$ cat config.mk
export PLATFORM = sky130hd
export DESIGN_NAME = dvb_text_to_utf8_transcoder
export DESIGN_NICKNAME = d
export VERILOG_FILES = /design/src/hw/rtl/dtu_pkg.sv /design/src/hw/rtl/dtu_front.sv /design/src/hw/rtl/dtu_queue.sv /design/src/hw/rtl/dtu_back.sv /design/src/hw/rtl/dvb_text_to_utf8_transcoder.sv
export SDC_FILE = /design/constraint.sdc
export NUM_CORES = 1
export LEC_CHECK = 0
export ABC_AREA = 1
export BUFFER_PORTS_ARGS = -buffer_cell sky130_fd_sc_hd__clkbuf_2
export CAP_MARGIN = 0
export CELL_PAD_IN_SITES_DETAIL_PLACEMENT = 1
export CELL_PAD_IN_SITES_GLOBAL_PLACEMENT = 2
export CORE_UTILIZATION = 39
export CTS_BUF_LIST = sky130_fd_sc_hd__clkbuf_16
export CTS_CLUSTER_DIAMETER = 60
export CTS_CLUSTER_SIZE = 16
export DETAILED_ROUTE_END_ITERATION = 8
export HOLD_SLACK_MARGIN = 0.15
export PLACE_DENSITY = 0.76
export REMOVE_ABC_BUFFERS = 1
export SYNTH_ARGS = -nofsm -noshare
export SYNTH_HDL_FRONTEND = slang
export SYNTH_SLANG_ARGS = --single-unit
$ cat constraint.sdc
create_clock -name clk -period 5.6 [get_ports clk]
set_input_delay 1.12 -clock clk [delete_from_list [all_inputs] [get_ports clk]]
set_output_delay 1.12 -clock clk [all_outputs]
set_load 0.01 [all_outputs]
$ cat src/hw/rtl/dtu_pkg.sv
// ----------------------------------------------------------------------------
// dtu_pkg
// Shared types and constants for the broadcast text to UTF-8 transcoder.
// ----------------------------------------------------------------------------
package dtu_pkg;

  localparam int OUT_LIMIT_DEF = 4096;
  localparam int Q_DEPTH       = 4;
  localparam int CNT_W         = 13;
  localparam int CP_W          = 21;

  // active table of the current string
  localparam logic [2:0] M_SEL   = 3'd0;
  localparam logic [2:0] M_PASS  = 3'd1;
  localparam logic [2:0] M_UCS   = 3'd2;
  localparam logic [2:0] M_BE    = 3'd3;
  localparam logic [2:0] M_LE    = 3'd4;
  localparam logic [2:0] M_UNSUP = 3'd5;

  localparam logic [1:0] ST_OK       = 2'd0;
  localparam logic [1:0] ST_BAD_PAIR = 2'd1;
  localparam logic [1:0] ST_UNSUP    = 2'd2;
  localparam logic [1:0] ST_FULL     = 2'd3;

  typedef struct packed {
    logic [7:0] in_byte;
    logic       first_byte;
    logic       last_byte;
  } in_item_t;

  typedef struct packed {
    logic [7:0]       out_byte;
    logic             out_valid;
    logic             out_last;
    logic [1:0]       status;
    logic [CNT_W-1:0] consumed_count;
  } out_item_t;

  // one classified input byte: a code point to encode plus end information
  typedef struct packed {
    logic [CP_W-1:0]  code;
    logic [2:0]       nbytes;
    logic             last;
    logic [1:0]       status;
    logic [CNT_W-1:0] consumed;
  } job_t;

  typedef struct packed {
    logic full;
    logic empty;
  } q_status_t;

endpackage

$ cat src/hw/rtl/dtu_front.sv
// ----------------------------------------------------------------------------
// dtu_front
// Accepts input bytes, tracks string state and turns bytes that give output or end a string into jobs.
// ----------------------------------------------------------------------------
module dtu_front #(
  parameter int OUT_LIMIT = dtu_pkg::OUT_LIMIT_DEF
) (
  input  logic             clk,
  input  logic             rst_n,
  input  logic             cfg_we,
  input  logic [1:0]       cfg_wdata,
  input  logic             in_valid,
  output logic             in_stall,
  input  dtu_pkg::in_item_t in_data,
  input  dtu_pkg::q_status_t q_stat,
  output logic             q_push,
  output dtu_pkg::job_t    q_job
);
  import dtu_pkg::*;

  localparam int OCW = $clog2(OUT_LIMIT + 1);
  localparam logic [CNT_W-1:0] CNT_MAX = {CNT_W{1'b1}};

  logic [1:0]       fallback_r;
  logic [2:0]       active_mode_r, active_mode_nxt;
  logic [1:0]       unit_phase_r, unit_phase_nxt;
  logic [7:0]       held_byte_r, held_byte_nxt;
  logic [9:0]       held_high_r, held_high_nxt;
  logic             stopped_r, stopped_nxt;
  logic [CNT_W-1:0] in_count_r, in_count_nxt;
  logic [OCW-1:0]   out_count_r, out_count_nxt;
  logic [1:0]       error_code_r, error_code_nxt;

  logic [2:0]       mode;
  logic [1:0]       phase;
  logic [7:0]       hbyte;
  logic             stop;
  logic [CNT_W-1:0] icnt;
  logic [OCW-1:0]   ocnt;
  logic [1:0]       err;
  logic [7:0]       b;
  logic [15:0]      w;
  logic [CP_W-1:0]  cp;
  logic [2:0]       n;
  logic [2:0]       kcons;
  logic [CNT_W:0]   icnt_sum;
  logic             accept;

  function automatic logic [2:0] utf8_len(input logic [15:0] c);
    logic [2:0] r;
    if (c == 16'd0) r = 3'd0;
    else if (c < 16'h0080) r = 3'd1;
    else if (c < 16'h0800) r = 3'd2;
    else r = 3'd3;
    return r;
  endfunction

  function automatic logic [2:0] start_mode(input logic [1:0] f);
    logic [2:0] r;
    case (f)
      2'd0:    r = M_SEL;
      2'd1:    r = M_UCS;
      2'd2:    r = M_BE;
      default: r = M_LE;
    endcase
    return r;
  endfunction

  assign in_stall = q_stat.full;
  assign accept   = in_valid && !q_stat.full;
  assign b        = in_data.in_byte;

  always_comb begin
    // a first byte restarts the string before it is looked at
    if (in_data.first_byte) begin
      mode  = start_mode(fallback_r);
      phase = 2'd0;
      hbyte = 8'd0;
      stop  = 1'b0;
      icnt  = '0;
      ocnt  = '0;
      err   = ST_OK;
    end else begin
      mode  = active_mode_r;
      phase = unit_phase_r;
      hbyte = held_byte_r;
      stop  = stopped_r;
      icnt  = in_count_r;
      ocnt  = out_count_r;
      err   = error_code_r;
    end

    w = (mode == M_BE) ? {hbyte, b} : {b, hbyte};

    active_mode_nxt = mode;
    unit_phase_nxt  = phase;
    held_byte_nxt   = hbyte;
    held_high_nxt   = in_data.first_byte ? 10'd0 : held_high_r;
    stopped_nxt     = stop;
    error_code_nxt  = err;
    kcons           = 3'd0;
    cp              = '0;
    n               = 3'd0;

    if (!stop) begin
      case (mode)
        M_SEL: begin
          kcons = 3'd1;
          if (b inside {[8'h01:8'h0B], 8'h10, 8'h13, 8'h14}) begin
            active_mode_nxt = M_UNSUP;
            error_code_nxt  = ST_UNSUP;
          end else if (b inside {8'h11, 8'h17}) begin
            active_mode_nxt = M_BE;
          end else if (b == 8'h16) begin
            active_mode_nxt = M_UCS;
          end else if (b == 8'h18) begin
            active_mode_nxt = M_LE;
          end else if (b inside {8'h00, 8'h12, 8'h15, [8'h0D:8'h0F], [8'h19:8'h1F]}) begin
            active_mode_nxt = M_PASS;
          end else begin
            // not a selector: it is the first data byte
            active_mode_nxt = M_PASS;
            cp = CP_W'(b);
            n  = 3'd1;
          end
        end
        M_PASS: begin
          kcons = 3'd1;
          cp    = CP_W'(b);
          n     = 3'd1;
        end
        M_UNSUP: begin
          kcons = 3'd1;
        end
        M_UCS, M_BE, M_LE: begin
          case (phase)
            2'd0, 2'd2: begin
              held_byte_nxt  = b;
              unit_phase_nxt = phase + 2'd1;
            end
            2'd1: begin
              unit_phase_nxt = 2'd0;
              if (mode == M_UCS || w < 16'hD800 || w > 16'hDFFF) begin
                kcons = 3'd2;
                cp    = CP_W'(w);
                n     = utf8_len(w);
              end else if (w > 16'hDBFF) begin
                stopped_nxt = 1'b1;
              end else begin
                held_high_nxt  = w[9:0];
                unit_phase_nxt = 2'd2;
              end
            end
            default: begin
              unit_phase_nxt = 2'd0;
              if (w >= 16'hDC00 && w <= 16'hDFFF) begin
                kcons = 3'd4;
                cp    = 21'h10000 + {1'b0, held_high_r, w[9:0]};
                n     = 3'd4;
              end else begin
                stopped_nxt    = 1'b1;
                error_code_nxt = ST_BAD_PAIR;
              end
            end
          endcase
        end
        default: ;
      endcase
    end

    out_count_nxt = ocnt + OCW'(n);
    if (n != 3'd0 && out_count_nxt >= OCW'(OUT_LIMIT - 4)) begin
      stopped_nxt    = 1'b1;
      error_code_nxt = ST_FULL;
    end

    icnt_sum     = {1'b0, icnt} + (CNT_W + 1)'(kcons);
    in_count_nxt = icnt_sum[CNT_W] ? CNT_MAX : icnt_sum[CNT_W-1:0];
  end

  assign q_push         = accept && (n != 3'd0 || in_data.last_byte);
  assign q_job.code     = cp;
  assign q_job.nbytes   = n;
  assign q_job.last     = in_data.last_byte;
  assign q_job.status   = error_code_nxt;
  assign q_job.consumed = in_count_nxt;

  always_ff @(posedge clk) begin
    if (!rst_n) begin
      fallback_r    <= 2'd0;
      active_mode_r <= M_SEL;
      unit_phase_r  <= 2'd0;
      held_byte_r   <= 8'd0;
      held_high_r   <= 10'd0;
      stopped_r     <= 1'b0;
      in_count_r    <= '0;
      out_count_r   <= '0;
      error_code_r  <= ST_OK;
    end else begin
      if (cfg_we) begin
        fallback_r <= cfg_wdata;
      end
      if (accept) begin
        active_mode_r <= active_mode_nxt;
        unit_phase_r  <= unit_phase_nxt;
        held_byte_r   <= held_byte_nxt;
        held_high_r   <= held_high_nxt;
        stopped_r     <= stopped_nxt;
        in_count_r    <= in_count_nxt;
        out_count_r   <= out_count_nxt;
        error_code_r  <= error_code_nxt;
      end
    end
  end

endmodule

$ cat src/hw/rtl/dtu_queue.sv
// ----------------------------------------------------------------------------
// dtu_queue
// Small job queue between the classifier and the UTF-8 serializer.
// ----------------------------------------------------------------------------
module dtu_queue (
  input  logic               clk,
  input  logic               rst_n,
  input  logic               push,
  input  dtu_pkg::job_t      push_job,
  input  logic               pop,
  output dtu_pkg::job_t      head,
  output dtu_pkg::q_status_t stat
);
  import dtu_pkg::*;

  localparam int QAW = $clog2(Q_DEPTH);

  job_t           mem_r [Q_DEPTH];
  logic [QAW-1:0] wr_ptr_r, rd_ptr_r;
  logic [QAW:0]   cnt_r, cnt_nxt;

  assign stat.full  = (cnt_r == (QAW + 1)'(Q_DEPTH));
  assign stat.empty = (cnt_r == '0);
  assign head       = mem_r[rd_ptr_r];

  always_comb begin
    cnt_nxt = cnt_r;
    if (push && !pop) cnt_nxt = cnt_r + 1'b1;
    else if (pop && !push) cnt_nxt = cnt_r - 1'b1;
  end

  always_ff @(posedge clk) begin
    if (push) begin
      mem_r[wr_ptr_r] <= push_job;
    end
  end

  always_ff @(posedge clk) begin
    if (!rst_n) begin
      wr_ptr_r <= '0;
      rd_ptr_r <= '0;
      cnt_r    <= '0;
    end else begin
      if (push) wr_ptr_r <= wr_ptr_r + 1'b1;
      if (pop) rd_ptr_r <= rd_ptr_r + 1'b1;
      cnt_r <= cnt_nxt;
    end
  end

endmodule

$ cat src/hw/rtl/dtu_back.sv
// ----------------------------------------------------------------------------
// dtu_back
// Expands queued code points into UTF-8 result transactions, one per cycle while out_stall is low.
// ----------------------------------------------------------------------------
module dtu_back (
  input  logic               clk,
  input  logic               rst_n,
  input  dtu_pkg::q_status_t q_stat,
  input  dtu_pkg::job_t      q_head,
  output logic               q_pop,
  output logic               out_valid,
  input  logic               out_stall,
  output dtu_pkg::out_item_t out_data
);
  import dtu_pkg::*;

  logic [1:0] idx_r, idx_nxt;
  logic       valid_r, valid_nxt;
  out_item_t  data_r;
  logic [1:0] last_idx;
  logic       fin;
  logic       load;
  logic       take;
  logic       end_item;

  function automatic logic [7:0] enc_byte(input logic [CP_W-1:0] c, input logic [2:0] n,
                                          input logic [1:0] k);
    logic [7:0] r;
    case (n)
      3'd2:    r = (k == 2'd0) ? {3'b110, c[10:6]} : {2'b10, c[5:0]};
      3'd3: begin
        case (k)
          2'd0:    r = {4'b1110, c[15:12]};
          2'd1:    r = {2'b10, c[11:6]};
          default: r = {2'b10, c[5:0]};
        endcase
      end
      3'd4: begin
        case (k)
          2'd0:    r = {5'b11110, c[20:18]};
          2'd1:    r = {2'b10, c[17:12]};
          2'd2:    r = {2'b10, c[11:6]};
          default: r = {2'b10, c[5:0]};
        endcase
      end
      // single bytes, passthrough bytes included
      default: r = c[7:0];
    endcase
    return r;
  endfunction

  assign last_idx = (q_head.nbytes == 3'd0) ? 2'd0 : 2'(q_head.nbytes - 3'd1);
  assign fin      = (idx_r == last_idx);
  assign load     = !valid_r || !out_stall;
  assign take     = load && !q_stat.empty;
  assign q_pop    = take && fin;
  assign end_item = q_head.last && fin;

  always_comb begin
    idx_nxt   = idx_r;
    valid_nxt = valid_r;
    if (take) begin
      idx_nxt   = fin ? 2'd0 : idx_r + 2'd1;
      valid_nxt = 1'b1;
    end else if (load) begin
      valid_nxt = 1'b0;
    end
  end

  always_ff @(posedge clk) begin
    if (take) begin
      data_r.out_byte       <= (q_head.nbytes == 3'd0) ? 8'd0 :
                               enc_byte(q_head.code, q_head.nbytes, idx_r);
      data_r.out_valid      <= (q_head.nbytes != 3'd0);
      data_r.out_last       <= end_item;
      data_r.status         <= end_item ? q_head.status : ST_OK;
      data_r.consumed_count <= end_item ? q_head.consumed : '0;
    end
  end

  always_ff @(posedge clk) begin
    if (!rst_n) begin
      idx_r   <= 2'd0;
      valid_r <= 1'b0;
    end else begin
      idx_r   <= idx_nxt;
      valid_r <= valid_nxt;
    end
  end

  assign out_valid = valid_r;
  assign out_data  = data_r;

endmodule

$ cat src/hw/rtl/dvb_text_to_utf8_transcoder.sv
// ----------------------------------------------------------------------------
// dvb_text_to_utf8_transcoder
// Broadcast text string bytes in, UTF-8 bytes out, with string end status.
// ----------------------------------------------------------------------------
// One input byte is accepted per cycle while the four-entry job queue has
// room. Each byte gives zero to four result transactions (an end marker when
// a final byte emits nothing), and the output serializer sends one per cycle
// while out_stall is low; a code unit of two bytes that expands to three
// UTF-8 bytes sets the sustained rate. The job of a byte is written into the
// queue, and its first result is then registered in the output stage.
// The fallback setting from cfg_wdata is sampled when a byte with first_byte
// arrives. No clearing pass after reset.
module dvb_text_to_utf8_transcoder #(
  parameter int OUT_LIMIT = dtu_pkg::OUT_LIMIT_DEF
) (
  input  logic               clk,
  input  logic               rst_n,
  input  logic               cfg_we,
  input  logic [1:0]         cfg_wdata,
  input  logic               in_valid,
  output logic               in_stall,
  input  dtu_pkg::in_item_t  in_data,
  output logic               out_valid,
  input  logic               out_stall,
  output dtu_pkg::out_item_t out_data
);
  import dtu_pkg::*;

  q_status_t q_stat;
  job_t      q_job;
  job_t      q_head;
  logic      q_push;
  logic      q_pop;

  dtu_front #(
    .OUT_LIMIT(OUT_LIMIT)
  ) u_front (
    .clk      (clk),
    .rst_n    (rst_n),
    .cfg_we   (cfg_we),
    .cfg_wdata(cfg_wdata),
    .in_valid (in_valid),
    .in_stall (in_stall),
    .in_data  (in_data),
    .q_stat   (q_stat),
    .q_push   (q_push),
    .q_job    (q_job)
  );

  dtu_queue u_queue (
    .clk     (clk),
    .rst_n   (rst_n),
    .push    (q_push),
    .push_job(q_job),
    .pop     (q_pop),
    .head    (q_head),
    .stat    (q_stat)
  );

  dtu_back u_back (
    .clk      (clk),
    .rst_n    (rst_n),
    .q_stat   (q_stat),
    .q_head   (q_head),
    .q_pop    (q_pop),
    .out_valid(out_valid),
    .out_stall(out_stall),
    .out_data (out_data)
  );

  // queue can never be both full and empty
  a_q_state: assert property (@(posedge clk) disable iff (!rst_n)
    !(q_stat.full && q_stat.empty))
    else $error("job queue full and empty at once");

  // only the last transaction of a string carries status and count
  a_end_fields: assert property (@(posedge clk) disable iff (!rst_n)
    (out_valid && !out_data.out_last) |->
      (out_data.status == ST_OK && out_data.consumed_count == '0))
    else $error("status or count on a non-final transaction");

  // an end marker is always the last transaction of its string
  a_marker_last: assert property (@(posedge clk) disable iff (!rst_n)
    (out_valid && !out_data.out_valid) |-> out_data.out_last)
    else $error("end marker without last flag");

  // nothing leaves the queue that was not put in
  a_pop_nonempty: assert property (@(posedge clk) disable iff (!rst_n)
    q_pop |-> !q_stat.empty)
    else $error("pop from empty job queue");

endmodule
Yosys cells after proc, flatten, opt, wreduce, memory -nomap -nowiden
Memories as Yosys holds them, arrays and structs flattened. A register that Yosys moved wholly into a read port is not among the register bits.
Cells that the tools add are included.
Word-level totals
  register bits after elaboration: 89
  RAM bits: 160
  bits of input ports: 17
  output and inout port bits: 27
  word-level logic and storage cells: 194
  memories kept: 1
Memories
  u_queue.mem_r: words 4, width 40, rd ports 1, clocked after memory_dff 1, wr ports 1, RTL line dtu_queue.sv:18  | job_t mem_r [Q_DEPTH];
Operators by class
  add/subtract/negate cells: 10
  magnitude comparators: 14
  eq/ne operators: 25
  multiplexer cells: 84
  reductions and logical operators: 41
Operators by type and width (count)
  21-bit two-way mux: 6
  8-bit by 5-bit == test with 1-bit output, second input constant: 9
  21-bit case mux with 3 select lines: 1
  10-bit two-way mux: 6
  3-bit two-way mux: 19
  21-bit case mux with 2 select lines: 1
  8-bit two-way mux: 5
  13-bit two-way mux: 3
  16-bit > comparator, second input constant: 2
  16-bit two-way mux: 2
  2-bit two-way mux: 16
  8-bit case mux with 3 select lines: 1
  17-bit by 20-bit adder with 21-bit output, first input constant: 1
  7-bit case mux with 3 select lines: 1
  3-bit case mux with 2 select lines: 3
  3-bit case mux with 3 select lines: 2
  16-bit >= comparator, second input constant: 1
  16-bit less-or-equal comparator, second input constant: 1
  8-bit by 4-bit less-or-equal comparator with 1-bit output, second input constant: 2
  16-bit zero test: 1
  16-bit by 12-bit < comparator with 1-bit output, second input constant: 1
  16-bit < comparator, second input constant: 1
  16-bit by 8-bit < comparator with 1-bit output, second input constant: 1
  13-bit by 3-bit adder with 14-bit output: 1
  other kinds (33): 87

Depth between registers and ports, before layout
  word-level depth: 20
  mapped depth: 36
  gate-level depth less buffers: 35

Hierarchy
From an unflattened synthesis, not the netlist that was laid out.
Unflattened totals
  cells, all modules: 1413
  area, all modules: 12829.8 um^2
By module, submodules not included
  dtu_queue: times used 1, cells each 445, area each 6492.5 um^2, sequential area each 4984.8 um^2
  dtu_front: times used 1, cells each 722, area each 4480.5 um^2, sequential area each 1081.0 um^2
  dtu_back: times used 1, cells each 246, area each 1856.8 um^2, sequential area each 810.8 um^2

Worst setup path after synthesis
Ideal clock, no wire load.
  path type: input -> register
  start: input in_data[1] (netlist name)
  end: memory u_queue.mem_r[0][0] (netlist name) (enable)
  library setup time: 437 ps
  arrival time: 4371 ps
  data required time: 5163 ps
  path slack: 792 ps
  stages on the path: 13
  buffers on the path: 2
  path through: buf_2 > buf_4 > nor2_1 > inv_1 > nor2_1 > nand2_1 > inv_2 > nand2_1 > nor2_2 > nor2_1 > nand3_2 > nand2_1 > nor2_1
RTL lines
  start, declared: RTL line dvb_text_to_utf8_transcoder.sv:22  | input dtu_pkg::in_item_t in_data,
  end, declared: RTL line dtu_queue.sv:18

==> results.yml <==
run_status:
  status: "finished, final reports clean"
floorplanning:
  die_h_um: 180.2
  start_util_pct: 40.08
  dieWidth_um: 180.2
  rows: 64
  core_sq_mm: 0.03091
  dieArea_sq_mm: 0.03248
  num_io_pins: 44
cts:
  cts-root-buf: "clkbuf_16"
  htreeDepth: 1
  post_cts_buffers: 0
  clk_pin_slew_ns: 0.07
  cts_max_path_buffers: 3
  clock-sinks: 251
  cts_resized: 0
  numCtsBuffers: 27
  clk_latency_ns: 0.56
  cts_tree: "done"
  cts_hold_buf: 0
yosys:
  avgSynthCellArea_sq_um: 8.893
  synth_cell_types: 50
  ys_seq_area_share_pct: 55.51
  async_reset_ff_share_pct: 0
  synth_flop_cell: "edfxtp_1"
  yosys_register_bits: 251
  synthCells: 1393
  yosys_warnings: 0
  syn-cell-area_sq_mm: 0.01239
  synth-edff-count: 185
pwr:
  clock_power_share_pct: 30.2
  power.density_mw_per_mm2: 428.5
  p_switching_mw: 2.143
  pwr-share-comb_pct: 28.0
  pwr-share-seq_pct: 41.8
  p_leak_nw: 5.535
  intPower_mw: 3.849
  switching_share_pct: 35.76
  ir_drop_mv: 0.2327
timing:
  setup_tns_ns: 0
  tightest_slew_ns: 0.8884
  hold_violations: 0
  finalWorstPathRequiredPeriod_ns: 4.843
  relSlewSlack_pct: 40.15
  rsz0062_at_grt: "false"
  fin_crit_sh_pct: 86.48
  setup_violations: 0
  max_freq_ghz: 0.2065
  drv_slew: 0
  finClkSkew_ns: 0.01782
place:
  port_buffers: 43
  place_hpwl_um: 24050
  gp_congestion: 0.8477
  placedCellCount: 1795
setup_path:
  worst_ep_required_time_ns: 5.87
  crit_slowest_cell: "fa_1"
  worstSetupPathType: "in2reg"
  end_kind: "register"
  path_buf_inv: 7
  cp_common_cell: "nand2_1"
  max_stage_delay_ns: 0.39
  crit_fanout: 29
  cp.arrival_ns: 5.12
  crit_family: "simple AND/OR/NAND/NOR gates"
  worstSetupStartpointType: "input pin"
grt:
  grt_util_met2_pct: 38.03
  grtUsageTotal_pct: 22.43
  grt_pass1_vias: 9929
  gr-usage-met1_pct: 30.96
  grt_antenna_before_repair: 0
  grt_use_met3_pct: 1.981
  grt_pass1_wl_um: 57400
  grt_max_degree: 62
  grt-ovfl-total: 0
  top_usage_layer: "met2"
layout:
  layout_common_cells: "nand2_1 (232), nor2_1 (189), edfxtp_1 (185)"
  layout_commonest_cell: "nand2_1"
  antennaDiodeCount: 0
  layoutNonFillerInstCount: 1845
  area_growth_pct: 12.88
  nets: 1466
  layout-drive-gt1-share_pct: 11.53
route:
  routed_wl_um: 36120
  drc: 0
  drtIter0Drc: 556
  wl_per_cell_um: 19.58
  ant_nets: 0
  dr_total_vias: 9825
  routed_via_density: 5.325
  drt_first_pass_iters: 5
min_path:
  hp-class: "reg2reg"
job:
  cap_violations: 0
==> synth_stat cells (11+ instances only) <==
cell      instances  area (sq um)
nand2_1         232         870.8
nor2_1          194         728.2
edfxtp_1        185          5555
inv_1           163         611.8
o21ai_0         127         635.6
a21oi_1         105         525.5
dfxtp_1          66          1321
nand3_1          52         260.3
clkbuf_1         45         168.9
ha_1             18         225.2
nand4_1          18         112.6
o22ai_1          16         100.1
nor3_1           14         70.07
o211ai_1         13         97.59
xor2_1           13         113.9
inv_2            11         41.29
==> power groups by stage <==
stage | registers (mW) | clock network (mW) | logic, mW
floorplan | 2.59 | 0 | 0.972
global placement | 2.53 | 0 | 1.66
detailed placement | 2.54 | 0 | 1.69
CTS | 2.51 | 1.86 | 1.70
global route | 2.53 | 1.92 | 1.89
finish | 2.50 | 1.81 | 1.68
==> layout make-up <==
class                   instances  area, sq um
multi-input cells             903         4637
fillers                      3587        16930
well taps                     396        495.5
clock inverters                22        201.4
inverters                     176        660.6
repair buffers                 69        410.4
clock buffers                  28        700.7
flip-flops and latches        251         6878
==> sequential cells by signal (all words and copies together), names as in the netlist, named ones only <==
| name | cells |
|---|---|
| u_back.idx_r | 2 |
| u_back.out_data | 25 |
| u_back.out_valid | 1 |
| u_front.active_mode_r | 3 |
| u_front.error_code_r | 2 |
| u_front.fallback_r | 2 |
| u_front.held_byte_r | 8 |
| u_front.held_high_r | 10 |
| u_front.in_count_r | 13 |
| u_front.out_count_r | 13 |
| u_front.stopped_r | 1 |
| u_front.unit_phase_r | 2 |
| u_queue.cnt_r | 3 |
| u_queue.mem_r | 160 |
| u_queue.rd_ptr_r | 2 |
| u_queue.wr_ptr_r | 2 |
==> final timing paths <==
check / from / end / slack [ns] / cells past startpoint
worst max-delay path: in_data[1] / u_queue.mem_r[0][14] / 0.76 / 30
worst min register to register: u_front.out_count_r[0] / u_front.out_count_r[0] / 0.46 / 2
worst max register to register: u_front.fallback_r[0] / u_queue.mem_r[0][14] / 0.84 / 33
worst min-delay path: u_front.out_count_r[0] / u_front.out_count_r[0] / 0.46 / 2
==> tightest hold or removal path, cell delays in order (launching register included) <==
cell	delay (ns)
dfxtp_1	0.29
inv_1	0.06
a21oi_1	0.05
==> logic make-up (layout without fill, tap and decap cells) <==
kind of cell             count (synthesis)  in the layout  synth area share (%)
AND/OR/NAND/NOR                        548            548                 19.19
adder cells (fa/ha/maj)                 21             21                 2.303
XOR/XNOR                                16             16                 1.131
buffers and inverters                  239            295                 7.484
AO/OA/AOI/OAI                          318            318                 14.38
flip-flops                             251            251                 55.51
==> metrics by stage <==
| stage | area, sq um | utilization (%) | power, mW | setup slack (ns) | hold WS [ns] |
|---|---|---|---|---|---|
| 2_1_floorplan | 12120 | - | 3.564 | 0.3012 | 0.4297 |
| 3_3_place_gp | 13080 | 42.32 | 4.188 | 0.3187 | 0.4446 |
| 3_5_place_dp | 13080 | 42.32 | 4.236 | 0.1958 | 0.4540 |
| 4_1_cts | 13980 | 45.24 | 6.067 | 0.7694 | 0.4624 |
| 5_1_grt | 13980 | 45.24 | 6.336 | 0.2367 | 0.4906 |
| 6_report | 13980 | 45.24 | 5.991 | 0.7570 | 0.4553 |
==> routing by layer <==
metal  share of wire (%)  up-vias
met5                   0        -
li1                    -     4793
met1                  48     4842
met4                 2.3        0
met2                  47      145
met3                 2.8       45
Note: power is estimated with default switching activity, not from simulation.
